## src/rtl/core/pqltd_ram.sv

```systemverilog
module pqltd_ram #(
	parameter int WIDTH = 16,
	parameter int AW    = 8
) (
	input  logic             clk,
	input  logic             we,
	input  logic [AW-1:0]    waddr,
	input  logic [WIDTH-1:0] wdata,
	input  logic [AW-1:0]    raddr,
	output logic [WIDTH-1:0] rdata
);

	logic [WIDTH-1:0] mem [2**AW];

	always_ff @(posedge clk) begin
		if (we) begin
			mem[waddr] <= wdata;
		end
	end

	always_ff @(posedge clk) begin
		rdata <= mem[raddr];
	end

endmodule

```

## config.mk

```make
export PLATFORM = sky130hd
export DESIGN_NAME = pqltd_ram
export DESIGN_NICKNAME = d
export VERILOG_FILES = /design/src/rtl/core/pqltd_ram.sv
export SDC_FILE = /design/constraint.sdc
export NUM_CORES = 2
export LEC_CHECK = 0
export ABC_AREA = 0
export BUFFER_PORTS_ARGS = -buffer_cell sky130_fd_sc_hd__buf_2
export CORE_MARGIN = 4
export CORE_UTILIZATION = 50
export CTS_CLUSTER_DIAMETER = 150
export DETAILED_ROUTE_END_ITERATION = 7
export PLACE_DENSITY = 0.71
export SYNTH_ARGS = -nofsm -noshare
export SYNTH_HDL_FRONTEND = slang
export SYNTH_SLANG_ARGS = --single-unit
export TNS_END_PERCENT = 20
```

## constraint.sdc

```tcl
create_clock -name clk -period 2.3 [get_ports clk]
set_input_delay 0 -clock clk [delete_from_list [all_inputs] [get_ports clk]]
set_output_delay 0 -clock clk [all_outputs]
set_load 0.01 [all_outputs]
```

* After elaboration in Yosys (flattened, before gate mapping)
Memories as Yosys holds them, arrays and structs flattened. A register that Yosys moved wholly into a read port is not among the register bits.
Index checks and enable logic that the tools add are counted.
** Storage, ports and cells
- Flip-flop bits (word level) :: 0
- RAM bits :: 4096
- Input port bits :: 34
- Output and inout port bits :: 16
- Word-level logic and storage cells :: 3
- Memories kept :: 1
** Cells by class
- Mux-type cells :: 2
** Memory list
- mem :: words 256, bits a word 16, rd ports 1, clocked after memory_dff 1, wr ports 1, line 13 : logic [WIDTH-1:0] mem [2**AW];
** Operator list (number)
- $mux W1 :: 2

* Longest topological paths before layout
- Depth after elaboration :: 2
- Gate-level depth with buffers :: 12
- Mapped depth without buffers :: 6

* Worst setup path before layout
Ideal clock, no wire load.
- Path kind :: input to register
- Start point :: input waddr[3]
- End point :: memory mem[235][0], enable pin
- Arrival time :: 1777 ps
- Data required time :: 1912 ps
- Setup slack :: 135 ps
- Cell stages on the path :: 6
- Path through :: clkbuf_1 nor2b_1 clkbuf_1 nand4_1 clkbuf_1 nor2_1
** RTL lines
- start, declared :: line 7 : input logic [AW-1:0] waddr,
- end, declared :: line 13
Straight into the memory's write port.

==> results.yml <==
outcome:
  result_of_the_run: "finished with violations"
  failed_checks: "negative setup slack"
die:
  floorplan.initialDensity_pct: 50.3
  floorplan.core_area_um2: 315000
  boundaryPins: 50
  die-width_um: 571
  die-height_um: 571
  die-area_um2: 327000
  total_number_of_placement_rows: 206
timing:
  report.final.setup_viol: 16
  hold_ws_ns: 0.0717
  final.period_utilization_pct: 106
  timing.max_slew.rel_slack_pct: 25.6
  rsz0062_at_grt: "true"
  hold_viol_final: 0
  setup-tns-final_ns: -0.934
  worst_slew_pin_slew_ns: 1.12
  slew_viol_final: 0
  fmaxAchievable_mhz: 412
  clock_skew_ns: 0.0712
  post-route-min-period_ns: 2.43
  setup_ws_ns: -0.129
clock_tree:
  cts_inserted_buffers: 396
  cts_max_path_buffers: 4
  tritoncts: "done"
  clk_pin_slew_ns: 0.06
  post_cts_buffers: 0
  clock_tree.root_cell: "sky130_fd_sc_hd__clkbuf_16"
  cts_sinks: 4112
  htreeDepth: 5
  clock_insertion_delay_worst_skew_ns: 0.91
drt:
  drt-pass1-iter-count: 6
  drt_wl_total_um: 416000
  average_wire_length_per_cell_after_detail_routing_um: 32.2
  dr_total_vias: 82500
  route.detailed.vias_per_inst: 6.38
  drc: 0
  final_antenna_net_count: 0
  initialDrtViolationCount: 11300
finish:
  final_nets: 8475
  drive_above_1_share_pct: 30.0
  fillers: 22000
  final_cells: 12900
  final-seq-area_um2: 123000
  area_overhead_vs_synth_pct: 16.6
  multiInputGateArea_um2: 33400
synthesis:
  synth_simple_gate_area_share_pct: 1.57
  ys.warnings.count: 0
  syn_inst: 7360
  ys_ff_latch: 4112
  synth_top_area_share_pct: 77.5
  cell_area_synth_um2: 159000
  synth_mux_area_share_pct: 15.5
  synthFlopType: "sky130_fd_sc_hd__edfxtp_1"
  synth_top_family_by_area: "multiplexers"
  post_synth_main_area_contributors: "sky130_fd_sc_hd__edfxtp_1 (77%), sky130_fd_sc_hd__mux4_2 (11%), sky130_fd_sc_hd__mux2i_1 (3.6%), sky130_fd_sc_hd__o221ai_1 (1.4%), sky130_fd_sc_hd__nor2_1 (0.72%)"
  synth_enable_flop_cells: 4096
  post_synth_fa_ha_maj_area_fraction_pct: 0
  post_synth.cell_area_avg_um2: 21.6
  synth_async_sr_flop_share_pct: 0
  ys_top_cells_by_count: "sky130_fd_sc_hd__edfxtp_1 (4096), sky130_fd_sc_hd__mux4_2 (797), sky130_fd_sc_hd__mux2i_1 (565)"
  synth_compound_gate_area_share_pct: 3.54
  synth-seq-area-share_pct: 77.7
  netlist.top_cell.by_area: "sky130_fd_sc_hd__edfxtp_1"
  postSynthNetCount: 7394
  synth_xor_area_share_pct: 0
  synth_cell_types: 52
  synth_most_common_cell: "sky130_fd_sc_hd__edfxtp_1"
grt:
  number_of_antenna_violations_at_the_first_check_in_global_routing: 22
  gr-max-usage-layer: "met2"
  number_of_global_route_vias_before_repair: 82100
  grt_start_max_net_pins: 104
  grt_first_pass_wirelength_um: 597000
  grt_overflow_total: 0
  track_usage_pct: 25.4
  met3_capacity_usage_during_global_routing_pct: 5.72
  groute.layer.met1.usage_pct: 34.5
  grt.met2_usage_pct: 39.8
power:
  net-switching-power_uw: 32500
  cellPowerDensity_nw_per_um2: 831
  pwr-share-seq_pct: 53.8
  pwr-share-comb_pct: 5.9
  power_frac_clock_pct: 40.3
  power.ir.vdd_worst_mv: 0.701
  p_int_uw: 121000
  leakagePower_uw: 0.0602
  total_power_uw: 154000
  power.switching_fraction_pct: 21.1
placed_design:
  place.gp.congestion: 0.939
  io_buffers: 49
  detailedPlacementHpwl_um: 261000
  dpl.cell_count: 12200
critical_path:
  worst-path-max-fanout: 1
  timing.rr.start: "mem[54][6]"
  type_of_the_worst_setup_path: "reg -> reg"
  critical-path-max-stage-delay_ns: 0.58
  crit_top_cell: "sky130_fd_sc_hd__mux4_2"
  worstPathArrival_ns: 3.20
  slowest_stage: "sky130_fd_sc_hd__mux4_2"
  cp_cell_sequence: "mux4_2 > mux4_2 > a22o_4 > o32ai_4 > buf_6 > nor4_2"
  worst_setup_path_start_kind: "register"
  cp_data_required_time_ns: 3.08
  startpoint: "mem[54][6]"
  cell_class_contributing_the_biggest_share_of_worst_path_delay: "multiplexers"
  timing.critical_path.buf_inv: 1
  crit_path_end_kind: "register"
hold_path:
  min-delay-path-class: "in -> reg"
  timing.hold.worst.start: "wdata[10]"
job:
  max_cap_viol_count: 0
## final cells by class
cell class	count	area share [%]
repair buffers	1135	5.88
clock buffers	492	5.67
inverters	4	0.0149
diodes	13	0.0176
clock inverters	208	0.942
multi-input cells	2792	18.1
well taps	4160	2.81
flip-flops and latches	4112	66.6
## placed cells by master, fill, tap and decap left out, types with 148 or more instances in the layout
cell type,instances
sky130_fd_sc_hd__edfxtp_1,4096
sky130_fd_sc_hd__buf_4,873
sky130_fd_sc_hd__mux4_2,797
sky130_fd_sc_hd__mux2i_1,565
sky130_fd_sc_hd__clkbuf_16,405
sky130_fd_sc_hd__nor2_1,286
sky130_fd_sc_hd__o221ai_1,252
sky130_fd_sc_hd__buf_12,176
sky130_fd_sc_hd__a21oi_1,174
sky130_fd_sc_hd__o22ai_1,148
## power by group through the flow
stage / clock network, µW / logic (µW) / registers [µW]
3_5_place_dp: 0 / 8630 / 84400
4_1_cts: 62700 / 8880 / 82800
5_1_grt: 66000 / 9350 / 82700
6_report: 62000 / 9010 / 82800
3_3_place_gp: 0 / 8460 / 84300
2_1_floorplan: 0 / 4080 / 84300
## registers in the layout (all words and copies together), names as in the netlist
name   cells
mem     4096
rdata     16
## worst reg2reg max path, stage by stage, from the launching register on
cell and delay, ns:
sky130_fd_sc_hd__edfxtp_1 0.39, sky130_fd_sc_hd__mux4_2 0.50, sky130_fd_sc_hd__mux4_2 0.58, sky130_fd_sc_hd__a22o_4 0.34
sky130_fd_sc_hd__o32ai_4 0.30, sky130_fd_sc_hd__buf_6 0.18, sky130_fd_sc_hd__nor4_2 0.05
## kinds of logic (layout without fill, tap and decap cells)
logic type	after synthesis	after routing
DFF	4112	4112
muxes	1450	1450
AOI/OAI and AO/OA	786	786
and+or+nand+nor	556	556
buffers and inverters	456	1839
other	0	13
## metrics by stage
stage	setup WS (ns)	util, %	area (µm²)
2_1_floorplan	0.135	-	159000
3_3_place_gp	-1.14	54.5	172000
3_5_place_dp	-1.13	54.5	172000
4_1_cts	-0.158	58.6	185000
5_1_grt	-0.169	58.7	185000
6_report	-0.129	58.7	185000
## path summary, 6_finish.rpt
check	endpoint	slack, ns	cells after the start
max	rdata[6]	-0.13	6
min	mem[98][10]	0.07	2
max reg2reg	rdata[6]	-0.13	6
min reg2reg	rdata[11]	1.08	6
## routing by layer
layer  part of all wire [%]  vias up
li1                       -    33400
met1                     36    43000
met2                     48     5097
met3                     11      938
met4                    5.0        4
met5                 0.0062        -
## what timing repair did
item                        CTS  global route
pin swaps                    24             8
setup endpoints to repair    16            16
hold endpoints to repair   4706             0
hold buffers                 31             0
gates resized for setup      91            19
No activity file was read; power rests on OpenSTA's default activity.
