File: src/rtl/core/pqltd_pkg.sv
package pqltd_pkg;

	// default sizes
	localparam int MAX_SUBSPACES_DEF = 32;
	localparam int MAX_CENTROIDS_DEF = 256;
	localparam int MAX_SUB_DIM_DEF   = 16;

	// fixed field widths
	localparam int VAL_W   = 16;
	localparam int TERM_W  = 34;
	localparam int ENTRY_W = 40;
	localparam int SUM_W   = 44;
	localparam int ROOT_W  = 22;
	localparam int CNT_W   = 9;

	typedef enum logic [1:0] {
		ACT_LOAD  = 2'd0,
		ACT_QUERY = 2'd1,
		ACT_CODE  = 2'd2,
		ACT_NONE  = 2'd3
	} action_t;

	typedef enum logic [1:0] {
		MET_EUCLID = 2'd0,
		MET_COSINE = 2'd1,
		MET_DOT    = 2'd2,
		MET_DOT_X  = 2'd3
	} metric_t;

	typedef enum logic [1:0] {
		REG_METRIC    = 2'd0,
		REG_SUB_COUNT = 2'd1,
		REG_CODE_BITS = 2'd2,
		REG_SUB_DIM   = 2'd3
	} cfg_reg_t;

	// root unit handshake
	typedef struct packed {
		logic busy;
		logic done;
	} sqrt_stat_t;

	function automatic logic signed [ENTRY_W-1:0] sat_entry(input logic signed [ENTRY_W:0] v);
		logic signed [ENTRY_W-1:0] r;
		r = v[ENTRY_W-1:0];
		if (v[ENTRY_W] != v[ENTRY_W-1])
			r = v[ENTRY_W] ? {1'b1, {(ENTRY_W-1){1'b0}}} : {1'b0, {(ENTRY_W-1){1'b1}}};
		return r;
	endfunction

	function automatic logic signed [SUM_W-1:0] sat_sum(input logic signed [SUM_W:0] v);
		logic signed [SUM_W-1:0] r;
		r = v[SUM_W-1:0];
		if (v[SUM_W] != v[SUM_W-1])
			r = v[SUM_W] ? {1'b1, {(SUM_W-1){1'b0}}} : {1'b0, {(SUM_W-1){1'b1}}};
		return r;
	endfunction

endpackage

File: src/rtl/core/pqltd_isqrt.sv
module pqltd_isqrt (
	input  logic                                clk,
	input  logic                                arst_n,
	input  logic                                start,
	input  logic [pqltd_pkg::SUM_W-2:0]         x,
	output pqltd_pkg::sqrt_stat_t               stat,
	output logic [pqltd_pkg::ROOT_W-1:0]        root
);

	localparam int W = pqltd_pkg::SUM_W;

	logic         busy_q;
	logic         done_q;
	logic [W-1:0] rem_q;
	logic [W-1:0] res_q;
	logic [W-1:0] bit_q;
	logic [W-1:0] trial;

	assign trial = res_q + bit_q;

	// one root bit (two radicand bits) per cycle, 22 steps from bit 42 down
	always_ff @(posedge clk or negedge arst_n) begin
		if (!arst_n) begin
			busy_q <= 1'b0;
			done_q <= 1'b0;
		end else begin
			done_q <= 1'b0;
			if (start) begin
				busy_q <= 1'b1;
			end else if (busy_q && bit_q[0]) begin
				busy_q <= 1'b0;
				done_q <= 1'b1;
			end
		end
	end

	always_ff @(posedge clk) begin
		if (start) begin
			rem_q <= W'(x);
			res_q <= '0;
			bit_q <= W'(1) << (W - 2);
		end else if (busy_q) begin
			if (rem_q >= trial) begin
				rem_q <= rem_q - trial;
				res_q <= (res_q >> 1) + bit_q;
			end else begin
				res_q <= res_q >> 1;
			end
			bit_q <= bit_q >> 2;
		end
	end

	assign stat.busy = busy_q;
	assign stat.done = done_q;
	assign root      = res_q[pqltd_pkg::ROOT_W-1:0];

endmodule

File: config.mk
export PLATFORM = sky130hd
export DESIGN_NAME = pqltd_isqrt
export DESIGN_NICKNAME = d
export VERILOG_FILES = /design/src/rtl/core/pqltd_pkg.sv /design/src/rtl/core/pqltd_isqrt.sv
export SDC_FILE = /design/constraint.sdc
export NUM_CORES = 1
export LEC_CHECK = 0
export BUFFER_PORTS_ARGS = -buffer_cell sky130_fd_sc_hd__buf_2
export CORE_MARGIN = 3
export CORE_UTILIZATION = 46
export DETAILED_ROUTE_END_ITERATION = 10
export PLACE_DENSITY_LB_ADDON = 0.12
export REMOVE_ABC_BUFFERS = 1
export SLEW_MARGIN = 20
export SYNTH_ARGS = -nofsm -noshare
export SYNTH_HDL_FRONTEND = slang
export SYNTH_SLANG_ARGS = --single-unit
File: constraint.sdc
create_clock -name clk -period 5.4 [get_ports clk]
set_input_delay 0.27 -clock clk [delete_from_list [all_inputs] [get_ports clk]]
set_output_delay 0.27 -clock clk [all_outputs]
set_load 0.05 [all_outputs]
Word-level counts from Yosys, hierarchy flattened
Index checks and enable logic that the tools add are counted.
W data, S select, Z words.
{"block": "totals", "output_inout_bits": 24, "input_bits": 46, "ff_bits": 112}
{"block": "op_classes", "n_mux": 8, "addsub": 3, "reduce_logical": 6, "order_cmp": 1}
{"cell": "$mux W43", "count": 3}
{"cell": "$add A43 B43 Y44", "count": 1}
{"cell": "$add A44 B43 Y44", "count": 1}
{"cell": "$ge A44 B44 Y1", "count": 1}
{"cell": "$mux W44", "count": 1}
{"cell": "$sub A44 B44 Y44", "count": 1}
{"cell": "$reduce_bool A2 Y1", "count": 3}
{"cell": "$mux W1", "count": 4}
{"cell": "$reduce_and A2 Y1", "count": 2}
{"cell": "$logic_and A1 B1 Y1", "count": 1}

Depth between registers and ports, before layout
Gate-level depths: netlist (run 1).
{"block": "depth", "ltp_word": 5, "mapped_depth": 23}

Least setup slack after synthesis (run 1)
Ideal clock, no wire load.
{"block": "synth_timing", "path_type": "flip-flop to flip-flop", "start": "register res_q[2]", "end": "register rem_q[0], enable pin", "path_stages_with_launch": 20, "period_less_slack_ps": 5656, "setup_time_ps": 401, "t_arrival_ps": 5255, "path_buffers": 1, "path_slack_ps": -256, "path_cell_list": "dfxtp_1 > ha_1 > a31oi_1 > a211oi_1 > a21o_1 > a211o_1 > a21o_1 > a31o_1 > a31o_2 > a31oi_1 > xor2_1 > ha_1 > buf_2 > nand4_1 > nor4_2 > nand3b_4 > a311o_1 > a21oi_2 > nand2_1 > nand2_1"}
{"block": "synth_between", "elab_chain_cells": 4}
{"item": "from (decl)", "line": "pqltd_isqrt.sv:15", "text": "logic [W-1:0] res_q;"}
{"item": "from (signal assigned)", "line": "pqltd_isqrt.sv:45", "text": "res_q <= (res_q >> 1) + bit_q;"}
{"item": "from (signal assigned)", "line": "pqltd_isqrt.sv:47", "text": "res_q <= res_q >> 1;"}
{"item": "$add A44 B43 Y44", "line": "pqltd_isqrt.sv:19", "text": "assign trial = res_q + bit_q;"}
{"item": "$ge A44 B44 Y1", "line": "pqltd_isqrt.sv:43", "text": "if (rem_q >= trial) begin"}
{"item": "$reduce_bool A2 Y1 (no source line)"}
{"item": "$reduce_and A2 Y1 (no source line)"}
{"item": "to (signal assigned)", "line": "pqltd_isqrt.sv:39", "text": "rem_q <= W'(x);"}
{"item": "to (signal assigned)", "line": "pqltd_isqrt.sv:44", "text": "rem_q <= rem_q - trial;"}
{"item": "to (decl)", "line": "pqltd_isqrt.sv:14", "text": "logic [W-1:0] rem_q;"}
Every way passes these cells.
A chain may end at the register's enable or synchronous reset.

Worst setup path in the final report (run 1)
{"block": "layout_timing", "start": "register bit_q[14]", "end": "register res_q[27]"}
{"block": "layout_between", "elab_chain_cells": 3, "word_cells_on_any_way": 4, "classes_between": "add/sub: 2; order compare: 1; mux: 1"}
{"item": "from (decl)", "line": "pqltd_isqrt.sv:16", "text": "logic [W-1:0] bit_q;"}
{"item": "from (signal assigned)", "line": "pqltd_isqrt.sv:41", "text": "bit_q <= W'(1) << (W - 2);"}
{"item": "from (signal assigned)", "line": "pqltd_isqrt.sv:49", "text": "bit_q <= bit_q >> 2;"}
{"item": "$add A44 B43 Y44", "line": "pqltd_isqrt.sv:19"}
{"item": "$ge A44 B44 Y1", "line": "pqltd_isqrt.sv:43"}
{"item": "$mux W44 (*)", "line": "pqltd_isqrt.sv:43"}
Every way passes the cells marked *; elsewhere a longest branch is shown, timed or not.

==> results.env, run 1 <==
REG2REG_TO='res_q[27]'
POSTSYNTHREGISTERBITS=112
SYNTHCELLS=1303
FLOORPLAN.DIE.HEIGHT_UM=156
WORST_HOLD_PATH.ENDPOINT='rem_q[17]'
DIODES=0
CRITPATHKIND='reg2reg'
TOTAL_CONGESTION_OVERFLOW=0
DIE_X_UM=156
REG2REG_DEPTH=19
CLOCK_TREE.BUFFER_DEPTH=2
LEAKAGE_nW=4.71
COUNT_OF_BUFFERS_FROM_PORT_BUFFERING=69
PATH_CLK_SLEW_NS=0.10
WL_PER_CELL_UM=18.7
GRT_SETUP_UNREPAIRED='true'
POST_ROUTE_FRACTION_OF_THE_PERIOD_CONSUMED_BY_THE_CRITICAL_PATH_PCT=95.0
ANTENNA_FOUND_INITIAL=0
IOPINCOUNT=70
WORST_SKEW_PAIR.LATE_LATENCY_NS=0.38
MAXIMUM_NUMBER_OF_PINS_ON_ONE_NET_BEFORE_GLOBAL_ROUTE_REPAIR=81
NFILLCELLS=2172
MET1_ROUTING_RESOURCE_USAGE_AFTER_GLOBAL_ROUTING_PCT=38.1
DRIVE_GT1_SHARE_PCT=14.9
LARGEST_FANOUT_OF_ANY_NET_ON_THE_CRITICAL_PATH=21
CP_DATA_ARRIVAL_TIME_NS=5.41
STATUS='finished clean'
CLK_TREE_ROOT_CELL='clkbuf_16'
WORSTHOLDSTART='x[17]'
VDD_DROP_MAX_V=0.000300
R2R_START='bit_q[14]'
CTS_INSERTED_BUFFERS=9
INITIAL_CORE_UTIL_PCT=47.2
PLACEMENT_ROWS=54
TIMING.CLOCK.SKEW_NS=0.0199
SYNTH_SEQ_AREA_SHARE_PCT=25.8
GRT_PASS1_WL_UM=48900
TOTAL_POWER_mW=5.80
SETUP_VIOL_COUNT_FINAL=0
RATIO_OF_ROUTED_VIAS_TO_STANDARD_CELLS=6.08
H-TREE-DEPTH=3
DETAILEDPLACEMENTHPWL_UM=23200
GLOBALROUTEMET2UTIL_PCT=36.6
AGGREGATE_GLOBAL_ROUTE_RESOURCE_USAGE_PCT=24.7
SYNTH_EDF_COUNT=43
HP-CLASS='in2reg'
GR_BUSIEST_METAL='met1'
AREA_SHARE_OF_THE_LARGEST_CELL_TYPE_AFTER_SYNTHESIS_PCT=12.9
NNETSFINAL=1483
FIRST_ITER_VIOLATIONS=926
CLOCK_TREE_FROM_TRITONCTS='built'
DIEAREA_UM2=24400
WORST_SETUP_PATH_START_KIND='flip-flop'
REG2REG_SLACK_NS=0.27
SYN-CELL-AREA_UM2=10400
WL_UM=30400
ENDPOINT_KIND='flip-flop'
YOSYS_WARNS=0
ANTENNA_VIOLATING_NETS_POST_ROUTE=0
SLEW_VIOLATIONS=0
SYNTHESIS.AREA_PER_INSTANCE_UM2=7.98
SYNTH.LIB_CELLS_USED.DISTINCT=82
SYNTH_TOP_FLOP_CELL='dfxtp_1'
FIRST_PASS_ITERATION_COUNT_OF_THE_DETAILED_ROUTER=5
TIMING.FMAX_MHz=195
WHS_PATH_DEPTH=3
SYNTH_TOP_CELL_BY_AREA='dfxtp_1'
GR-USAGE-MET3_PCT=2.85
TIMING_HOLD_VIOLATIONS_FINAL=0
GP_ROUTABILITY_CONGESTION=0.927
ASYNC_RESET_FF_SHARE_PCT=1.79
TOTAL_CLOCK_SINKS=112
SYNTH.TOP_CELLS.BY_AREA='dfxtp_1 13%, edfxtp_1 12%, ha_1 11%, nand2_1 5.6%, o21ai_0 5.2%'
POWERDENSITY_nW_PER_UM2=505
TIMING.CRITICAL_PATH.REQUIRED_NS=5.68
WORST_SLEW_PIN_SLEW_NS=0.804
PERIOD_MINUS_SLACK_NS=5.13
MAX_CAP_VIOL_COUNT=0
DR_TOTAL_VIAS=9923
HOLD_SLACK_NS=0.164
SLEW_HEADROOM_PCT=46.4
DRC_ERRORS=0
GRT_PASS1_VIAS=9138
COREAREA_UM2=22000
SYNTHTOLAYOUTAREAGROWTH_PCT=10.7
## metal layers
metal	vias to the layer above	wire length, µm	part of all wire [%]
met5	-	0	0
met4	0	673	2.2
met3	47	1460	4.8
met2	263	13000	43
met1	4689	15300	50
li1	4924	-	-
## worst max-delay path by stage
stage                   start   endpoint  slack (ns)
finish              bit_q[14]  res_q[27]        0.27
global route         bit_q[4]  res_q[11]       -0.01
CTS                  bit_q[4]  res_q[27]        0.01
detailed placement   bit_q[4]  res_q[27]       0.005
global placement    bit_q[14]  rem_q[13]        0.06
floorplan            res_q[2]   rem_q[0]       -1.19
## logic make-up (layout without fill, tap and decap cells)
kind of cell	count (synthesis)	in the layout	share of synthesized area, %
DFF	112	112	25.8
muxes	28	28	2.74
and+or+nand+nor	432	432	19.5
adders and majority gates	91	91	11.0
AOI/OAI and AO/OA	430	431	27.6
xor gates and xnor gates	96	96	8.09
buffers and inverters	114	161	5.21
## worst max-delay path, stage by stage, from the launching register on
cell and delay (ns):
dfxtp_2 0.37, ha_1 0.35, a31oi_2 0.25, o21ai_1 0.11, a21o_1 0.21, a211o_1 0.29
a21o_1 0.20, a31o_1 0.27, a31o_2 0.27, a31oi_1 0.21, xor2_1 0.11, ha_1 0.38
nand4_1 0.16, nor4_4 0.38, nand3b_4 0.14, a311oi_4 0.32, o21ai_4 0.17, buf_12 0.20
or3_1 0.35, a311oi_1 0.27
## synthesized netlist by cell type (all sizes together) (6+ instances only)
| library cell | count |
|---|---|
| or2 | 7 |
| nand4 | 22 |
| edfxtp | 43 |
| a31o | 13 |
| nand2 | 157 |
| buf | 36 |
| xor2 | 51 |
| o21ai | 113 |
| a211oi | 27 |
| nor2b | 12 |
| a21boi | 8 |
| o31ai | 14 |
| xnor2 | 45 |
| a31oi | 39 |
| nand3 | 24 |
| a21oi | 82 |
| o211ai | 16 |
| o21a | 12 |
| nor3 | 23 |
| or3 | 16 |
| mux2i | 24 |
| nor4 | 8 |
| nand2b | 7 |
| and2 | 9 |
| clkbuf | 54 |
| a311oi | 20 |
| inv | 23 |
| a221oi | 6 |
| o21bai | 10 |
| ha | 90 |
| and3 | 15 |
| nor2 | 119 |
| and4 | 6 |
| dfxtp | 67 |
| a21o | 23 |
## power by group
group	total, mW	switching (mW)	internal (mW)
clock	0.725	0.380	0.345
combinational	3.75	2.28	1.46
sequential	1.33	0.130	1.20
total	5.80	2.79	3.01
## what timing repair did
item,in CTS,in global routing
setup buffers,0,6
gates resized for setup,1,23
endpoints found under the setup margin,6,92
pin swaps,0,7
endpoints found under the hold margin,2,0
hold buffers,1,0
gates cloned,0,1
## layout make-up
type | instances | area, µm² | area share [%]
well taps | 280 | 350 | 3.05
clock inverters | 6 | 67.6 | 0.587
multi-input cells | 1078 | 7280 | 63.3
inverters | 24 | 90.1 | 0.783
flip-flops and latches | 112 | 2690 | 23.4
repair buffers | 121 | 782 | 6.80
clock buffers | 10 | 239 | 2.08
## stage by stage
step / instance area, µm² / std cells / util (%) / worst slack, ns / TNS, ns
floorplan: 9940 / 1213 / - / -1.19 / -53.56
global placement: 11000 / 1607 / 50.1 / 0.0613 / 0
detailed placement: 11000 / 1607 / 50.1 / 0.00501 / 0
CTS: 11400 / 1624 / 51.6 / 0.0137 / 0
global route: 11500 / 1631 / 52.2 / -0.0104 / -0.0254
finish: 11500 / 1631 / 52.2 / 0.268 / 0
## state kept, by name, summed over array words and instances (netlist names)
register  flops
bit_q        22
done_q        1
rem_q        44
res_q        44
busy_q        1
## layout by cell type (no fill, tap or decap), types with 15 or more instances in the layout
| cell | count |
|---|---|
| a31oi_1 | 35 |
| nand4_1 | 22 |
| a311oi_1 | 17 |
| nand2_1 | 154 |
| edfxtp_1 | 43 |
| xnor2_1 | 45 |
| a21o_1 | 23 |
| o21ai_0 | 108 |
| o211ai_1 | 16 |
| nor3_1 | 22 |
| or3_1 | 15 |
| mux2i_1 | 24 |
| xor2_1 | 51 |
| and3_1 | 15 |
| a211oi_1 | 26 |
| buf_4 | 48 |
| dfxtp_1 | 63 |
| nand3_1 | 22 |
| buf_2 | 68 |
| ha_1 | 89 |
| inv_1 | 23 |
| a21oi_1 | 79 |
| nor2_1 | 117 |
Note: power is estimated with default switching activity, not from simulation.
==> run 2: changes to the inputs <==
==> constraint.sdc (replaced) <==
create_clock -name clk -period 5.7 [get_ports clk]
set_input_delay 0.285 -clock clk [delete_from_list [all_inputs] [get_ports clk]]
set_output_delay 0.285 -clock clk [all_outputs]
set_load 0.05 [all_outputs]
==> run 2 against run 1 <==
Net effect: core utilization is 1.6 points lower; combinational power decreased by 11%; sequential cell count stayed put; count of clock-buffer cells in the layout did not move; routed wire length fell by 1.9%; worst setup slack better by 0.093 ns; die area stayed put; highest routed layer unchanged.
==> results.env, run 2 (same netlist as run 1, synthesis figures left out) <==
CLK_TREE_ROOT_CELL='clkbuf_16'
REG2REG_TO='res_q[14]'
GRT_PASS1_VIAS=8943
DESIGN_AREA_FINAL_UM2=11200
GRT_SETUP_UNREPAIRED='false'
DIE_X_UM=156
SYNTHTOLAYOUTAREAGROWTH_PCT=7.32
IOPINCOUNT=70
TOTAL_CLOCK_SINKS=112
TIMING.CLOCK.SKEW_NS=0.0121
CRIT_PATH_MAX_INCR_DELAY_NS=0.44
RATIO_OF_ROUTED_VIAS_TO_STANDARD_CELLS=6.08
WORST-PATH-STAGES=20
R2R_START='bit_q[10]'
NNETSFINAL=1453
VDD_DROP_MAX_V=0.000292
H-TREE-DEPTH=3
DETAILEDPLACEMENTHPWL_UM=22500
MAXIMUM_NUMBER_OF_PINS_ON_ONE_NET_BEFORE_GLOBAL_ROUTE_REPAIR=94
DR_TOTAL_VIAS=9731
TIMING.CRITICAL_PATH.CELLS='ha_1 -> a31oi_1 -> o21ai_0 -> a21o_1 -> a211o_1 -> a21o_1 -> a31o_1 -> a31o_2 -> a31oi_1 -> xor2_1 -> ha_1 -> nand4_1 -> nor4_4 -> nand3b_4 -> a311oi_4 -> buf_4 -> nor2_1 -> buf_4 -> a221oi_1 -> a211oi_1'
CLOCK_TREE.BUFFER_DEPTH=2
GP_ROUTABILITY_CONGESTION=0.948
AGGREGATE_GLOBAL_ROUTE_RESOURCE_USAGE_PCT=24.2
LARGEST_FANOUT_OF_ANY_NET_ON_THE_CRITICAL_PATH=7
PLACEMENT_ROWS=54
STATUS='finished clean'
LAYOUT_COMMONEST_CELL='nand2_1'
TOTAL_CONGESTION_OVERFLOW=0
WORST_SLEW_PIN_SLEW_NS=1.03
LEAKAGE_nW=4.52
FIRST_PASS_ITERATION_COUNT_OF_THE_DETAILED_ROUTER=5
PERIOD_MINUS_SLACK_NS=5.34
SLEW_VIOLATIONS=0
MAX_CAP_VIOL_COUNT=0
FIRST_ITER_VIOLATIONS=773
WORST_SETUP_PATH_START_KIND='flip-flop'
SLEW_HEADROOM_PCT=31.5
FLOORPLAN.DIE.HEIGHT_UM=156
PLACEMENT.CELL_AREA_UM2=10800
MOSTFREQUENTLAYOUTCELLS='155 x nand2_1, 118 x nor2_1, 109 x o21ai_0'
FINAL.SETUP.TNS_NS=0
FINALNONFILLERCELLS=1601
TIMING.CRITICAL_PATH.REQUIRED_NS=5.92
MET3WIRELENGTH_UM=1510
WL_PER_CELL_UM=18.6
CP_DATA_ARRIVAL_TIME_NS=5.56
CTS_INSERTED_BUFFERS=9
INITIAL_CORE_UTIL_PCT=47.2
CRITICAL_PATH_SOURCE='bit_q[10]'
WORST_SKEW_PAIR.LATE_LATENCY_NS=0.37
CRITPATHKIND='reg2reg'
ANTENNA_FOUND_INITIAL=0
COUNT_OF_BUFFERS_FROM_PORT_BUFFERING=69
DRIVE_GT1_SHARE_PCT=11.9
WORST_PATH_MAX_DELAY_CELL='dfxtp_1'
ANTENNA_VIOLATING_NETS_POST_ROUTE=0
WL_UM=29800
ROUTED-WL-MET2_UM=13000
DRT-MET1-WL_UM=14800
POWERDENSITY_nW_PER_UM2=471
SETUP_VIOL_COUNT_FINAL=0
LARGEST_REGISTERS='rem_q (44), res_q (44), bit_q (22)'
GRT_PASS1_WL_UM=47600
POST_ROUTE_FRACTION_OF_THE_PERIOD_CONSUMED_BY_THE_CRITICAL_PATH_PCT=93.7
DP_CELLS=1584
DIEAREA_UM2=24400
COREAREA_UM2=22000
TIMING_HOLD_VIOLATIONS_FINAL=0
CLOCK_TREE_FROM_TRITONCTS='built'
DRC_ERRORS=0
HIGHEST_LAYER='met4'
HP-CLASS='in2reg'
PATH_CLK_SLEW_NS=0.08
REG2REG_DEPTH=20
PATH_DELAY_FAMILY='compound AO/OA/AOI/OAI gates'
POSTCTSSETUPBUFFERS=0
CP_NUM_BUF_INV=2
ENDPOINT_KIND='flip-flop'
TIMING.FMAX_MHz=187
DIODES=0
ENDPOINT='res_q[14]'
REG2REG_SLACK_NS=0.36
## run 2: timing repair
action | CTS | global route
hold endpoints to repair | 2 | 0
endpoints found under the setup margin | 0 | 58
hold buffers | 1 | 0
gates resized for setup | 0 | 6
## run 2: worst min path at each step
stage | slack, ns | end | cells past startpoint | start
after floorplan | -0.01 | busy_q | 0 | arst_n
after global placement | 0.07 | done_q | 1 | arst_n
after detailed placement | 0.07 | done_q | 1 | arst_n
after CTS | 0.17 | rem_q[17] | 3 | x[17]
after global routing | 0.20 | rem_q[25] | 3 | x[25]
final | 0.18 | rem_q[17] | 3 | x[17]
## run 2: routing by layer
metal  up-vias  global-route usage (%)
li1       4853                       -
met1      4568                    36.0
met2       275                    37.5
met3        35                    2.63
met4         0                    6.17
met5         -                       0
## run 2: cell type report
type                    instances  area [µm²]
multi-input cells            1077        7210
repair buffers                 92         536
well taps                     280         350
clock inverters                 6        55.1
inverters                      24        90.1
flip-flops and latches        112        2690
clock buffers                  10         229
fillers                      2163       10900
## run 2: worst register-to-register path, cell delays in order, from the launching register on
cell and delay, ns:
dfxtp_1 0.44, ha_1 0.37, a31oi_1 0.24, o21ai_0 0.14, a21o_1 0.22, a211o_1 0.29
a21o_1 0.21, a31o_1 0.27, a31o_2 0.27, a31oi_1 0.22, xor2_1 0.11, ha_1 0.38
nand4_1 0.22, nor4_4 0.36, nand3b_4 0.12, a311oi_4 0.40, buf_4 0.26, nor2_1 0.13
buf_4 0.18, a221oi_1 0.29, a211oi_1 0.08
## run 2: power breakdown
part           internal [mW]  switching, mW  total (mW)
Clock                  0.305          0.344       0.649
Combinational           1.26           2.06        3.32
Sequential              1.14          0.137        1.28
Total                   2.71           2.54        5.25
## run 2: through the flow
stage / util (%) / power (mW) / hold slack (ns) / setup slack, ns
after detailed placement: 49.2 / 4.57 / 0.0735 / 0.254
after floorplan: - / 3.59 / -0.0106 / -0.889
after global routing: 50.6 / 5.67 / 0.203 / 0.0339
after global placement: 49.2 / 4.59 / 0.0693 / 0.294
final: 50.6 / 5.25 / 0.179 / 0.361
after CTS: 50.5 / 5.23 / 0.169 / 0.247
